File: config.mk
export PLATFORM = sky130hd
export DESIGN_NAME = priority_inheritance_mutex_top_flat
export DESIGN_NICKNAME = d
export VERILOG_FILES = /design/src/design/pim_pkg.sv /design/src/design/pim_if.sv /design/src/design/pim_scan_unit.sv /design/src/design/priority_inheritance_mutex_top.sv /design/src/flat_wrapper.sv
export SDC_FILE = /design/constraint.sdc
export NUM_CORES = 1
export LEC_CHECK = 0
export ABC_CLOCK_PERIOD_IN_PS = 4800
export BUFFER_PORTS_ARGS = -buffer_cell sky130_fd_sc_hd__clkbuf_2
export CELL_PAD_IN_SITES_DETAIL_PLACEMENT = 1
export CELL_PAD_IN_SITES_GLOBAL_PLACEMENT = 1
export CORE_UTILIZATION = 40
export DETAILED_ROUTE_END_ITERATION = 7
export GPL_ROUTABILITY_DRIVEN = 0
export PLACE_DENSITY_LB_ADDON = 0.08
export REMOVE_ABC_BUFFERS = 1
export SLEW_MARGIN = 20
export SYNTH_ARGS = -nofsm -noshare
export SYNTH_HDL_FRONTEND = slang
export SYNTH_SLANG_ARGS = --single-unit
File: constraint.sdc
create_clock -name clk_i -period 4.8 [get_ports clk_i]
set_clock_uncertainty 0.05 [all_clocks]
set_input_delay 0.24 -clock clk_i [delete_from_list [all_inputs] [get_ports clk_i]]
set_output_delay 0.24 -clock clk_i [all_outputs]
set_load 0.01 [all_outputs]
File: src/design/pim_pkg.sv
// ----------------------------------------------------------------------------
// pim_pkg
// Shared types and constants for the priority-inheritance mutex.
// ----------------------------------------------------------------------------
package pim_pkg;

  localparam int unsigned MaxWaitersDef = 16;
  localparam int unsigned PrioBitsDef   = 8;
  localparam int unsigned TaskIdBitsDef = 4;

  typedef enum logic [0:0] {
    ACT_LOCK   = 1'b0,
    ACT_UNLOCK = 1'b1
  } action_e;

  typedef enum logic [2:0] {
    ST_GRANTED  = 3'd0,
    ST_BLOCKED  = 3'd1,
    ST_RELEASED = 3'd2,
    ST_IGNORED  = 3'd3,
    ST_FULL     = 3'd4
  } status_e;

  typedef enum logic [2:0] {
    S_IDLE,
    S_EXEC,
    S_SCAN,
    S_PICK,
    S_SHIFT,
    S_DONE
  } state_e;

  typedef struct packed {
    logic step;
    logic first;
  } pim_scan_ctrl_t;

endpackage

File: src/design/pim_if.sv
// ----------------------------------------------------------------------------
// pim_req_if / pim_rsp_if
// Valid/ready channels carrying mutex requests and their results.
// ----------------------------------------------------------------------------
interface pim_req_if import pim_pkg::*; #(
  parameter int unsigned TidW  = TaskIdBitsDef,
  parameter int unsigned PrioW = PrioBitsDef
);
  logic             valid;
  logic             ready;
  action_e          action;
  logic [TidW-1:0]  task_id;
  logic [PrioW-1:0] bprio;
  logic [PrioW-1:0] cprio;

  modport source (output valid, action, task_id, bprio, cprio, input ready);
  modport sink   (input valid, action, task_id, bprio, cprio, output ready);
endinterface

interface pim_rsp_if import pim_pkg::*; #(
  parameter int unsigned TidW  = TaskIdBitsDef,
  parameter int unsigned PrioW = PrioBitsDef
);
  logic             valid;
  logic             ready;
  status_e          status;
  logic             prio_change_valid;
  logic [TidW-1:0]  prio_change_task;
  logic [PrioW-1:0] prio_change_value;
  logic             wake_valid;
  logic [TidW-1:0]  wake_task;

  modport source (output valid, status, prio_change_valid, prio_change_task,
                  prio_change_value, wake_valid, wake_task, input ready);
  modport sink   (input valid, status, prio_change_valid, prio_change_task,
                  prio_change_value, wake_valid, wake_task, output ready);
endinterface

File: src/design/pim_scan_unit.sv
// ----------------------------------------------------------------------------
// pim_scan_unit
// Shared comparator tracking the highest-priority waiter during a scan.
// ----------------------------------------------------------------------------
module pim_scan_unit import pim_pkg::*; #(
  parameter int unsigned IdxW  = 4,
  parameter int unsigned TidW  = TaskIdBitsDef,
  parameter int unsigned PrioW = PrioBitsDef
) (
  input  logic             clk_i,
  input  pim_scan_ctrl_t   ctrl_i,
  input  logic [IdxW-1:0]  idx_i,
  input  logic [TidW-1:0]  id_i,
  input  logic [PrioW-1:0] prio_i,
  output logic [IdxW-1:0]  best_idx_o,
  output logic [TidW-1:0]  best_id_o
);

  logic [IdxW-1:0]  best_idx_q;
  logic [TidW-1:0]  best_id_q;
  logic [PrioW-1:0] best_prio_q;
  logic             take;

  // strict compare: scanning newest to oldest keeps the newest on ties
  assign take = ctrl_i.step && (ctrl_i.first || (prio_i > best_prio_q));

  always_ff @(posedge clk_i) begin
    if (take) begin
      best_idx_q  <= idx_i;
      best_id_q   <= id_i;
      best_prio_q <= prio_i;
    end
  end

  assign best_idx_o = best_idx_q;
  assign best_id_o  = best_id_q;

endmodule

File: src/design/priority_inheritance_mutex_top.sv
// ----------------------------------------------------------------------------
// priority_inheritance_mutex_top
// Single mutex with priority inheritance and a waiter list scanned newest first.
// ----------------------------------------------------------------------------
// One request at a time. A lock, or an ignored unlock, passes only the execute
// and done states after accept. An unlock with waiters also scans every waiter
// and then moves each entry above the woken waiter's slot down one place,
// because the waiter list sits in a single-port-read memory: one entry is read
// per cycle for the priority scan through one comparator, then one per cycle
// for list compaction. The result beat is held in an output register, so a new
// request is taken while it waits.
// ----------------------------------------------------------------------------
module priority_inheritance_mutex_top import pim_pkg::*; #(
  parameter int unsigned MAX_WAITERS  = MaxWaitersDef,
  parameter int unsigned PRIO_BITS    = PrioBitsDef,
  parameter int unsigned TASK_ID_BITS = TaskIdBitsDef
) (
  input  logic       clk_i,
  input  logic       rst_ni,
  pim_req_if.sink    in_i,
  pim_rsp_if.source  out_o
);

  localparam int unsigned IW = $clog2(MAX_WAITERS);
  localparam int unsigned CW = $clog2(MAX_WAITERS + 1);
  localparam int unsigned TW = TASK_ID_BITS;
  localparam int unsigned PW = PRIO_BITS;
  localparam int unsigned EW = TW + PW;

  // waiter list, slot 0 oldest
  logic [EW-1:0] mem_q [MAX_WAITERS];
  logic          we;
  logic [IW-1:0] waddr;
  logic [EW-1:0] wdata;
  logic          ren;
  logic [IW-1:0] raddr;
  logic [EW-1:0] rdata_q;

  state_e        state_q, state_d;
  logic          held_q, held_d;
  logic [TW-1:0] owner_id_q, owner_id_d;
  logic [PW-1:0] owner_prio_q, owner_prio_d;
  logic          boost_q, boost_d;
  logic [PW-1:0] saved_q, saved_d;
  logic [CW-1:0] count_q, count_d;

  action_e       act_q;
  logic [TW-1:0] tid_q;
  logic [PW-1:0] bprio_q, cprio_q;

  status_e       res_status_q, res_status_d;
  logic          res_pcv_q, res_pcv_d;
  logic [TW-1:0] res_pct_q, res_pct_d;
  logic [PW-1:0] res_pcval_q, res_pcval_d;
  logic          res_wv_q, res_wv_d;
  logic [TW-1:0] res_wt_q, res_wt_d;

  logic [IW-1:0] scan_q, scan_d;
  logic          first_q, first_d;
  logic [IW-1:0] sh_q, sh_d;

  logic          out_valid_q;
  logic          out_load;
  status_e       out_status_q;
  logic          out_pcv_q;
  logic [TW-1:0] out_pct_q;
  logic [PW-1:0] out_pcval_q;
  logic          out_wv_q;
  logic [TW-1:0] out_wt_q;

  pim_scan_ctrl_t scan_ctrl;
  logic [IW-1:0]  best_idx;
  logic [TW-1:0]  best_id;

  logic [CW-1:0] cnt_m1;
  logic [IW:0]   best_p1;
  logic [IW:0]   sh_p2;

  pim_scan_unit #(
    .IdxW  (IW),
    .TidW  (TW),
    .PrioW (PW)
  ) u_scan (
    .clk_i      (clk_i),
    .ctrl_i     (scan_ctrl),
    .idx_i      (scan_q),
    .id_i       (rdata_q[EW-1:PW]),
    .prio_i     (rdata_q[PW-1:0]),
    .best_idx_o (best_idx),
    .best_id_o  (best_id)
  );

  assign in_i.ready = (state_q == S_IDLE);

  assign cnt_m1  = count_q - CW'(1);
  assign best_p1 = {1'b0, best_idx} + (IW+1)'(1);
  assign sh_p2   = {1'b0, sh_q} + (IW+1)'(2);

  always_comb begin
    state_d      = state_q;
    held_d       = held_q;
    owner_id_d   = owner_id_q;
    owner_prio_d = owner_prio_q;
    boost_d      = boost_q;
    saved_d      = saved_q;
    count_d      = count_q;
    res_status_d = res_status_q;
    res_pcv_d    = res_pcv_q;
    res_pct_d    = res_pct_q;
    res_pcval_d  = res_pcval_q;
    res_wv_d     = res_wv_q;
    res_wt_d     = res_wt_q;
    scan_d       = scan_q;
    first_d      = first_q;
    sh_d         = sh_q;
    we           = 1'b0;
    waddr        = count_q[IW-1:0];
    wdata        = {tid_q, bprio_q};
    ren          = 1'b0;
    raddr        = cnt_m1[IW-1:0];
    scan_ctrl    = '0;
    out_load     = 1'b0;

    unique case (state_q)
      S_IDLE: begin
        if (in_i.valid) begin
          state_d = S_EXEC;
        end
      end
      S_EXEC: begin
        res_pcv_d   = 1'b0;
        res_pct_d   = '0;
        res_pcval_d = '0;
        res_wv_d    = 1'b0;
        res_wt_d    = '0;
        state_d     = S_DONE;
        if (act_q == ACT_LOCK) begin
          if (!held_q) begin
            held_d       = 1'b1;
            owner_id_d   = tid_q;
            owner_prio_d = cprio_q;
            res_status_d = ST_GRANTED;
          end else begin
            if (bprio_q > owner_prio_q) begin
              if (!boost_q) begin
                saved_d = owner_prio_q;
                boost_d = 1'b1;
              end
              owner_prio_d = bprio_q;
              res_pcv_d    = 1'b1;
              res_pct_d    = owner_id_q;
              res_pcval_d  = bprio_q;
            end
            if (count_q == CW'(MAX_WAITERS)) begin
              res_status_d = ST_FULL;
            end else begin
              we           = 1'b1;
              count_d      = count_q + CW'(1);
              res_status_d = ST_BLOCKED;
            end
          end
        end else begin
          if (!held_q || (tid_q != owner_id_q)) begin
            res_status_d = ST_IGNORED;
          end else begin
            if (boost_q) begin
              res_pcv_d    = 1'b1;
              res_pct_d    = owner_id_q;
              res_pcval_d  = saved_q;
              owner_prio_d = saved_q;
              boost_d      = 1'b0;
            end
            held_d       = 1'b0;
            res_status_d = ST_RELEASED;
            if (count_q != '0) begin
              ren     = 1'b1;
              scan_d  = cnt_m1[IW-1:0];
              first_d = 1'b1;
              state_d = S_SCAN;
            end
          end
        end
      end
      S_SCAN: begin
        scan_ctrl.step  = 1'b1;
        scan_ctrl.first = first_q;
        first_d         = 1'b0;
        if (scan_q == '0) begin
          state_d = S_PICK;
        end else begin
          ren     = 1'b1;
          raddr   = scan_q - IW'(1);
          scan_d  = scan_q - IW'(1);
        end
      end
      S_PICK: begin
        count_d  = cnt_m1;
        res_wv_d = 1'b1;
        res_wt_d = best_id;
        if (CW'(best_idx) < cnt_m1) begin
          ren     = 1'b1;
          raddr   = best_p1[IW-1:0];
          sh_d    = best_idx;
          state_d = S_SHIFT;
        end else begin
          state_d = S_DONE;
        end
      end
      S_SHIFT: begin
        // count already reduced: slot sh takes slot sh+1
        we    = 1'b1;
        waddr = sh_q;
        wdata = rdata_q;
        if ((CW'(sh_q) + CW'(1)) < count_q) begin
          ren     = 1'b1;
          raddr   = sh_p2[IW-1:0];
          sh_d    = sh_q + IW'(1);
        end else begin
          state_d = S_DONE;
        end
      end
      S_DONE: begin
        if (!out_valid_q || out_o.ready) begin
          out_load = 1'b1;
          state_d  = S_IDLE;
        end
      end
      default: state_d = S_IDLE;
    endcase
  end

  always_ff @(posedge clk_i or negedge rst_ni) begin
    if (!rst_ni) begin
      state_q      <= S_IDLE;
      held_q       <= 1'b0;
      owner_id_q   <= '0;
      owner_prio_q <= '0;
      boost_q      <= 1'b0;
      saved_q      <= '0;
      count_q      <= '0;
      first_q      <= 1'b0;
      out_valid_q  <= 1'b0;
    end else begin
      state_q      <= state_d;
      held_q       <= held_d;
      owner_id_q   <= owner_id_d;
      owner_prio_q <= owner_prio_d;
      boost_q      <= boost_d;
      saved_q      <= saved_d;
      count_q      <= count_d;
      first_q      <= first_d;
      if (out_load) begin
        out_valid_q <= 1'b1;
      end else if (out_o.ready) begin
        out_valid_q <= 1'b0;
      end
    end
  end

  always_ff @(posedge clk_i) begin
    if (in_i.valid && in_i.ready) begin
      act_q   <= in_i.action;
      tid_q   <= in_i.task_id;
      bprio_q <= in_i.bprio;
      cprio_q <= in_i.cprio;
    end
    res_status_q <= res_status_d;
    res_pcv_q    <= res_pcv_d;
    res_pct_q    <= res_pct_d;
    res_pcval_q  <= res_pcval_d;
    res_wv_q     <= res_wv_d;
    res_wt_q     <= res_wt_d;
    scan_q       <= scan_d;
    sh_q         <= sh_d;
    if (out_load) begin
      out_status_q <= res_status_q;
      out_pcv_q    <= res_pcv_q;
      out_pct_q    <= res_pct_q;
      out_pcval_q  <= res_pcval_q;
      out_wv_q     <= res_wv_q;
      out_wt_q     <= res_wt_q;
    end
  end

  always_ff @(posedge clk_i) begin
    if (we) begin
      mem_q[waddr] <= wdata;
    end
    if (ren) begin
      rdata_q <= mem_q[raddr];
    end
  end

  assign out_o.valid             = out_valid_q;
  assign out_o.status            = out_status_q;
  assign out_o.prio_change_valid = out_pcv_q;
  assign out_o.prio_change_task  = out_pct_q;
  assign out_o.prio_change_value = out_pcval_q;
  assign out_o.wake_valid        = out_wv_q;
  assign out_o.wake_task         = out_wt_q;

  a_count_bound: assert property (@(posedge clk_i) disable iff (!rst_ni)
    count_q <= CW'(MAX_WAITERS))
    else $error("waiter count beyond list depth");

  a_boost_needs_owner: assert property (@(posedge clk_i) disable iff (!rst_ni)
    boost_q |-> held_q)
    else $error("boost active on a free mutex");

  a_pick_nonempty: assert property (@(posedge clk_i) disable iff (!rst_ni)
    (state_q == S_PICK) |-> (count_q != '0) && !held_q)
    else $error("waiter pick with empty list or held mutex");

  a_wake_on_release: assert property (@(posedge clk_i) disable iff (!rst_ni)
    out_o.valid && out_o.wake_valid |-> out_o.status == ST_RELEASED)
    else $error("wake reported on a beat that is not a release");

endmodule

File: src/flat_wrapper.sv
// flat-port wrapper written by rule: the top's interface ports become plain ports
module priority_inheritance_mutex_top_flat import pim_pkg::*;
#(
  parameter int unsigned MAX_WAITERS  = MaxWaitersDef,
  parameter int unsigned PRIO_BITS    = PrioBitsDef,
  parameter int unsigned TASK_ID_BITS = TaskIdBitsDef
)
  (clk_i, rst_ni, in_i_valid, in_i_action, in_i_task_id, in_i_bprio, in_i_cprio, in_i_ready, out_o_valid, out_o_status, out_o_prio_change_valid, out_o_prio_change_task, out_o_prio_change_value, out_o_wake_valid, out_o_wake_task, out_o_ready);
  pim_req_if #(.TidW((TaskIdBitsDef)), .PrioW((PrioBitsDef))) in_i_i ();
  pim_rsp_if #(.TidW((TaskIdBitsDef)), .PrioW((PrioBitsDef))) out_o_i ();
  input  logic clk_i;
  input  logic rst_ni;
  input wire logic [$bits(in_i_i.valid)-1:0] in_i_valid;
  input wire logic [$bits(in_i_i.action)-1:0] in_i_action;
  input wire logic [$bits(in_i_i.task_id)-1:0] in_i_task_id;
  input wire logic [$bits(in_i_i.bprio)-1:0] in_i_bprio;
  input wire logic [$bits(in_i_i.cprio)-1:0] in_i_cprio;
  output wire logic [$bits(in_i_i.ready)-1:0] in_i_ready;
  output wire logic [$bits(out_o_i.valid)-1:0] out_o_valid;
  output wire logic [$bits(out_o_i.status)-1:0] out_o_status;
  output wire logic [$bits(out_o_i.prio_change_valid)-1:0] out_o_prio_change_valid;
  output wire logic [$bits(out_o_i.prio_change_task)-1:0] out_o_prio_change_task;
  output wire logic [$bits(out_o_i.prio_change_value)-1:0] out_o_prio_change_value;
  output wire logic [$bits(out_o_i.wake_valid)-1:0] out_o_wake_valid;
  output wire logic [$bits(out_o_i.wake_task)-1:0] out_o_wake_task;
  input wire logic [$bits(out_o_i.ready)-1:0] out_o_ready;
  assign in_i_i.valid = in_i_valid;
  assign in_i_i.action = in_i_action;
  assign in_i_i.task_id = in_i_task_id;
  assign in_i_i.bprio = in_i_bprio;
  assign in_i_i.cprio = in_i_cprio;
  assign in_i_ready = in_i_i.ready;
  assign out_o_valid = out_o_i.valid;
  assign out_o_status = out_o_i.status;
  assign out_o_prio_change_valid = out_o_i.prio_change_valid;
  assign out_o_prio_change_task = out_o_i.prio_change_task;
  assign out_o_prio_change_value = out_o_i.prio_change_value;
  assign out_o_wake_valid = out_o_i.wake_valid;
  assign out_o_wake_task = out_o_i.wake_task;
  assign out_o_i.ready = out_o_ready;
  priority_inheritance_mutex_top #(.MAX_WAITERS(MAX_WAITERS), .PRIO_BITS(PRIO_BITS), .TASK_ID_BITS(TASK_ID_BITS)) u_core (.clk_i(clk_i), .rst_ni(rst_ni), .in_i(in_i_i), .out_o(out_o_i));
endmodule
## Word level (Yosys, flattened, before mapping)

Memory sizes are Yosys's and may differ from the RTL's. A register that Yosys moved wholly into a read port is not among the register bits.
Cells that the tools add are included.

- $add $sub $neg: 7
- Multiply operators: 0
- Divide/modulo/power cells: 0
- Magnitude comparators: 4
- Eq/ne operators: 22
- Shift operators: 0
- Mux-type cells: 80
- Bitwise logic cells: 2
- Reductions and logical operators: 26

Operator list:

| cell | count |
|---|---|
| two-way mux 8 bit | 10 |
| two-way mux 4 bit | 15 |
| two-way mux 1 bit | 30 |
| two-way mux 3 bit | 10 |
| case mux 4 bit (2 select lines) | 3 |
| AND reduction 4 bit | 5 |
| case mux 3 bit (6 select lines) | 1 |
| > comparator 8 bit | 2 |
| two-way mux 5 bit | 3 |
| != test 2 x 1 -> 1 bit, second input constant | 7 |
| != test 2 bit, second input constant | 7 |
| two-way mux 12 bit | 1 |
| case mux 4 bit (3 select lines) | 1 |
| nonzero test 2 bit | 6 |
| case mux 5 bit (2 select lines) | 1 |
| AND reduction 3 bit | 3 |
| adder 4 x 1 -> 4 bit, second input constant | 2 |
| == test 3 x 2 -> 1 bit, second input constant | 2 |
| == test 3 bit, second input constant | 2 |
| case mux 1 bit (2 select lines) | 3 |
| adder 4 x 1 -> 5 bit, second input constant | 1 |
| adder 5 x 1 -> 5 bit, second input constant | 1 |
| == test 5 bit, second input constant | 1 |
| < comparator 4 x 5 -> 1 bit | 1 |
| other kinds (18) | 23 |

- Register bits: 119
- Bits in latches: 0
- Bits in writable memories: 192
- Bits in read-only memories: 0
- Bits of input ports: 25
- Output and inout bits: 23
- Word-level logic and storage cells: 172
- Memories: 1

Memory list:

| name | words | width | read ports | clocked after Yosys merged registers in | write ports | line | source |
|---|---|---|---|---|---|---|---|
| u_core.mem_q | 16 | 12 | 1 | 1 | 1 | priority_inheritance_mutex_top.sv:31 | `logic [EW-1:0] mem_q [MAX_WAITERS];` |

## Longest topological paths before layout

- Depth in word-level cells: 7
- Gate-level depth with buffers: 17
- Depth with buffers taken out: 14

## Cells and area by module

Synthesis repeated with hierarchy kept, for this count alone.

- Cell total of the unflattened synthesis: 943
- Area total of the unflattened synthesis: 13546.7 sq um

By module, submodules not included:

| module | times used | cells an instance | area each (sq um) | seq. area each (sq um) |
|---|---|---|---|---|
| priority_inheritance_mutex_top | 1 | 898 | 12848.6 | 9058.7 |
| pim_scan_unit | 1 | 45 | 698.2 | 480.5 |

## Worst setup path after synthesis

Ideal clock, no wire load.

- Path kind: reg2reg
- Start point: register u_core.count_q[0]
- End point: register u_core.rdata_q[0], read port of u_core.mem_q, data pin
- Library setup time: 0.283 ns
- Data arrival time: 3.490 ns
- Required time: 4.467 ns
- Slack: 0.977 ns
- Stages on the path, launching flop included: 17
- Buffers on the path: 2
- Period minus slack after synthesis: 3.823 ns
- Cells stage by stage: dfrtp_1 buf_2 inv_1 ha_1 xor2_1 inv_1 ha_1 a21oi_1 nand2_1 a211oi_2 nor3_1 or2_1 a211oi_2 buf_2 nor3_1 a2111oi_0 o2111ai_1

- Cells in the longest elaborated chain, start to end: 5
- Elaborated cells on any way between the ends: 14
- Classes of those cells: add/sub: 1; order compare: 2; mux: 10; reduce/logical: 1

Ends and longest elaborated chain:

| element | line | source |
|---|---|---|
| start: declaration | priority_inheritance_mutex_top.sv:45 | `logic [CW-1:0] count_q, count_d;` |
| start signal: assignment | priority_inheritance_mutex_top.sv:250 | `count_q <= count_d;` |
| branches (longest 5 deep; another with subtractor 5 x 1 -> 5 bit) | -- |  |
| end: declaration | priority_inheritance_mutex_top.sv:37 | `logic [EW-1:0] rdata_q;` |

Parallel ways; which one is timed is not known.
A chain may end at the register's enable or synchronous reset.

## Worst setup path after layout

- Start point: register u_core.sh_q[1]
- End point: register u_core.rdata_q[2], read port of u_core.mem_q, data pin

- Cells in the longest elaborated chain, start to end: 4
- Elaborated cells on any way between the ends: 7
- Classes of those cells: add/sub: 2; order compare: 1; mux: 4

Ends and longest elaborated chain:

| element | line | source |
|---|---|---|
| start: declaration | priority_inheritance_mutex_top.sv:60 | `logic [IW-1:0] sh_q, sh_d;` |
| start signal: assignment | priority_inheritance_mutex_top.sv:274 | `sh_q <= sh_d;` |
| adder 4 x 1 -> 5 bit | priority_inheritance_mutex_top.sv:214 | `if ((CW'(sh_q) + CW'(1)) < count_q) begin` |
| < comparator 5 bit | priority_inheritance_mutex_top.sv:214 |  |
| two-way mux 1 bit or two-way mux 4 bit (tied branches) | priority_inheritance_mutex_top.sv:214 |  |
| case mux 1 bit (4 select lines) or case mux 4 bit (3 select lines) (tied branches) | priority_inheritance_mutex_top.sv:124 | `unique case (state_q)` |

Parallel ways exist; a longest one is shown, timed or not.

==> results.rst <==
.. list-table::
   :header-rows: 1

   * - Metric
     - Value
   * - Switching power of the nets
     - 0.00432 W
   * - Number of top-level pins
     - 48
   * - Fraction of layout cells with a size suffix above 1
     - 19.1%
   * - HPWL after detailed placement
     - 23000 µm
   * - CP Data Arrival Time
     - 4710 ps
   * - Distinct cell type count after synthesis
     - 63
   * - Setup CP Type
     - flip-flop to flip-flop
   * - RSZ-0062 raised after global routing
     - no
   * - Sequential Power Share
     - 36.4%
   * - First-pass GRT wire length
     - 53200 µm
   * - Level count of the clock H-tree
     - 2
   * - Clock group share of total power
     - 23.3%
   * - Total Die Area
     - 35400 µm²
   * - Final Routed Wirelength
     - 34900 µm
   * - Fill cells
     - 3376
   * - Total number of vias
     - 8329
   * - Shortest period the worst path allows
     - 4510 ps
   * - Clock latency reported for the late side of the worst-skew pair
     - 530 ps
   * - Clock tree from TritonCTS
     - yes
   * - Clock sink total
     - 323
   * - Area of all placed cells without fillers
     - 16400 µm²
   * - Cell types with the highest counts after synthesis
     - sky130_fd_sc_hd__edfxtp_1 (291), sky130_fd_sc_hd__mux2i_1 (95), sky130_fd_sc_hd__nand2_1 (83)
   * - Leakage power summed over all cells
     - 6.15 nW
   * - Hold WS
     - 321 ps
   * - Utilization after layout
     - 48.6%
   * - Die boundary width
     - 188 µm
   * - Final Hold Violating Endpoints
     - 0
   * - Achievable clock frequency
     - 0.222 GHz
   * - DR iter-0 viols
     - 388
   * - Largest net degree at the start of global routing
     - 33
   * - Fraction of the mapped netlist area in simple logic gates
     - 9.11%
   * - Xor/xnor share of the synthesized area
     - 1.14%
   * - Number of register bits inferred by synthesis
     - 323
   * - Proportion of netlist area held by the largest area contributor
     - 63.0%
   * - Floorplan die height
     - 188 µm
   * - DRC violation count after routing
     - 0
   * - Num rows
     - 67
   * - Setup violations, final
     - 0
   * - Path category of the worst min-delay check
     - input pin to asynchronous set/reset pin
   * - PD cells
     - 726 nW/µm²
   * - Number of cells in the design after placement
     - 1480
   * - Logic pwr share
     - 40.3%
   * - Worst Max-Slew Pin Slew
     - 1060 ps
   * - Detailed Routing Iterations Pass 1
     - 4
   * - Synthesized cell area
     - 13900 µm²
   * - Remaining global-route overflow
     - 0
   * - Proportion of synthesized area in mux cells
     - 8.23%
   * - Non-filler instance count after layout
     - 1572
   * - Buffer cell driving the clock tree root
     - sky130_fd_sc_hd__clkbuf_16
   * - Area growth, synth to finish
     - 18.5%
   * - Fin Setup TNS
     - 0 ps
   * - Count of input and output buffers
     - 47
   * - Asr flop ratio synth
     - 9.91%
   * - Most frequent cell after synthesis
     - sky130_fd_sc_hd__edfxtp_1
   * - Fraction of the mapped netlist area in compound gates
     - 7.73%
   * - Net count of the finished layout
     - 1148
   * - Initial antenna violation count
     - 1
   * - Number of enable-type register cells in the synthesized netlist
     - 291
   * - Maximum resistive drop on vdd
     - 356 µV
   * - Post-detailed-route count of antenna-violating nets
     - 0
   * - Cts bufs inserted
     - 36
   * - Std-Cell Core Area
     - 33900 µm²
   * - Internal cell power
     - 0.00761 W
   * - Synthesized instance count
     - 965
   * - Dominant combinational cell family by area after synthesis
     - simple AND/OR/NAND/NOR gates
   * - Worst relative slew slack
     - 29.0%
   * - Fin. max-slew vios
     - 0
   * - Required time at the endpoint of the critical path
     - 5000 ps
   * - Max-cap violations
     - 0
   * - Net switching share of the total power
     - 36.2%
   * - Crit path capture type
     - flip-flop
   * - GRT Util Overall
     - 20.1%
   * - Total of warnings raised by yosys
     - 0
   * - Avg Cell Area, Syn
     - 14.4 µm²
   * - Initial core utilization
     - 41.0%
   * - Via density per instance
     - 5.30
   * - Standard cell area after detailed placement
     - 15000 µm²
   * - CTS Buffer Depth
     - 3
   * - Maximum fanout encountered on the critical timing path
     - 15
   * - Nature of the critical path startpoint
     - flip-flop
   * - Share of the yosys chip area belonging to registers
     - 68.8%
   * - Result of the run
     - completed
   * - Cell type with the highest aggregate area in the netlist
     - sky130_fd_sc_hd__edfxtp_1
   * - Arithmetic-cell share of the synthesized area counting full adders, half adders and majority gates
     - 2.53%
   * - Main synth FF type
     - sky130_fd_sc_hd__edfxtp_1
   * - Crit share post-route
     - 93.9%
   * - WL per Instance
     - 22.2 µm
   * - Largest cells by area after synthesis
     - sky130_fd_sc_hd__edfxtp_1 (63%), sky130_fd_sc_hd__mux2i_1 (6.9%), sky130_fd_sc_hd__dfrtp_1 (5.8%), sky130_fd_sc_hd__ha_1 (2.5%), sky130_fd_sc_hd__nand2_1 (2.2%)
   * - Post-CTS clock slew at the launch and capture registers of the worst setup and hold paths
     - 60 ps
   * - Via count of the first global-routing pass
     - 8750
[state kept, by name (all words and copies together), names as in the netlist, 5 cells and up]
name,flops
u_core.rdata_q,12
u_core.cprio_q,8
u_core.bprio_q,8
u_core.owner_prio_q,8
u_core.mem_q,192
u_core.out_o.prio_change_value,8
u_core.saved_q,8
u_core.count_q,5
u_core.u_scan.best_prio_q,8
u_core.res_pcval_q,8
[power by group through the flow]
stage	combinational [W]	clock, W	sequential (W)
after global routing	0.00528	0.00297	0.00441
after CTS	0.00483	0.00287	0.00435
after global placement	0.00470	0	0.00438
after detailed placement	0.00476	0	0.00440
final	0.00480	0.00279	0.00434
after floorplan	0.00288	0	0.00436
[worst paths after layout]
| path | from | to | slack [ps] | cells past startpoint |
|---|---|---|---|---|
| worst min-delay path | rst_ni | u_core.saved_q[1] | 320 | 2 |
| worst min register to register | u_core.res_wt_q[3] | u_core.out_o.wake_task[3] | 370 | 0 |
| max in group asynchronous | rst_ni | u_core.state_q[0] | 3800 | 2 |
| worst max register to register | u_core.sh_q[1] | u_core.rdata_q[2] | 290 | 14 |
| min in group clk_i | in_i_valid | u_core.state_q[0] | 340 | 7 |
| worst max-delay path | u_core.sh_q[1] | u_core.rdata_q[2] | 290 | 14 |
[routing by layer]
metal	track usage (%)	wire length [µm]	share of wire (%)
met1	26.8	15900	46
met2	33.7	16900	48
met3	2.96	1140	3.3
met4	6.57	948	2.7
met5	0	0	0
[worst max-delay path, stage by stage (launching register included)]
cell                        delay [ps]
sky130_fd_sc_hd__edfxtp_1          500
sky130_fd_sc_hd__ha_1              250
sky130_fd_sc_hd__xor2_1            160
sky130_fd_sc_hd__ha_1              330
sky130_fd_sc_hd__a21o_1            170
sky130_fd_sc_hd__a31oi_1           330
sky130_fd_sc_hd__o221ai_1          230
sky130_fd_sc_hd__a222oi_1          490
sky130_fd_sc_hd__nand3_4           320
sky130_fd_sc_hd__buf_4             300
sky130_fd_sc_hd__mux2i_1           180
sky130_fd_sc_hd__nor3_1             80
sky130_fd_sc_hd__a2111oi_2         550
sky130_fd_sc_hd__buf_4             190
sky130_fd_sc_hd__o2111ai_1          90
[cells by family after synthesis]
| family | Yosys count |
|---|---|
| xor+xnor | 18 |
| flops | 323 |
| buf+inv | 78 |
| compound gates | 151 |
| mux | 112 |
| simple gates | 255 |
| fa+ha+maj | 28 |
[per-stage QoR]
step / power (W) / setup WS [ps]
after floorplan: 0.00723 / -1090
after global placement: 0.00908 / -285
after detailed placement: 0.00917 / -329
after CTS: 0.0120 / 81.2
after global routing: 0.0127 / 0.639
final: 0.0119 / 294
[final cells by class]
class	instances	area, µm²	share of cell area (%)
timing repair buffer	134	958	5.83
antenna	1	2.50	0.0152
inverter	35	131	0.799
multi-input combinational	565	4050	24.6
clock inverter	23	224	1.36
tap	448	561	3.41
sequential	323	9540	58.0
clock buffer	43	980	5.96
[timing repair]
action | 4_1_cts | 5_1_grt
gates cloned | 0 | 1
hold buffers | 23 | 0
setup endpoints to repair | 2 | 8
gates resized for setup | 4 | 4
hold endpoints to repair | 54 | 0
pin swaps | 0 | 3
buffers inserted | 0 | 1
[placed cells by master, fill, tap and decap left out, types with 5 or more instances in the layout]
master,n
sky130_fd_sc_hd__xnor2_1,10
sky130_fd_sc_hd__a22o_1,13
sky130_fd_sc_hd__o2111ai_1,11
sky130_fd_sc_hd__dfrtp_1,32
sky130_fd_sc_hd__o22a_1,11
sky130_fd_sc_hd__buf_4,63
sky130_fd_sc_hd__a21oi_1,21
sky130_fd_sc_hd__nand2_1,83
sky130_fd_sc_hd__a31oi_1,11
sky130_fd_sc_hd__nand3_1,16
sky130_fd_sc_hd__mux2_2,17
sky130_fd_sc_hd__nor3_1,50
sky130_fd_sc_hd__clkbuf_2,47
sky130_fd_sc_hd__or2_2,14
sky130_fd_sc_hd__mux2i_1,95
sky130_fd_sc_hd__nor2_1,36
sky130_fd_sc_hd__a2111oi_0,9
sky130_fd_sc_hd__nor2b_1,7
sky130_fd_sc_hd__nand4_1,5
sky130_fd_sc_hd__inv_1,33
sky130_fd_sc_hd__clkbuf_16,38
sky130_fd_sc_hd__clkinv_1,12
sky130_fd_sc_hd__nand2b_1,7
sky130_fd_sc_hd__and2_1,6
sky130_fd_sc_hd__o21ai_0,35
sky130_fd_sc_hd__and3_1,7
sky130_fd_sc_hd__dlygate4sd3_1,23
sky130_fd_sc_hd__a21o_1,6
sky130_fd_sc_hd__xor2_1,8
sky130_fd_sc_hd__edfxtp_1,291
sky130_fd_sc_hd__ha_1,28
(Power assumes the default switching activity.)
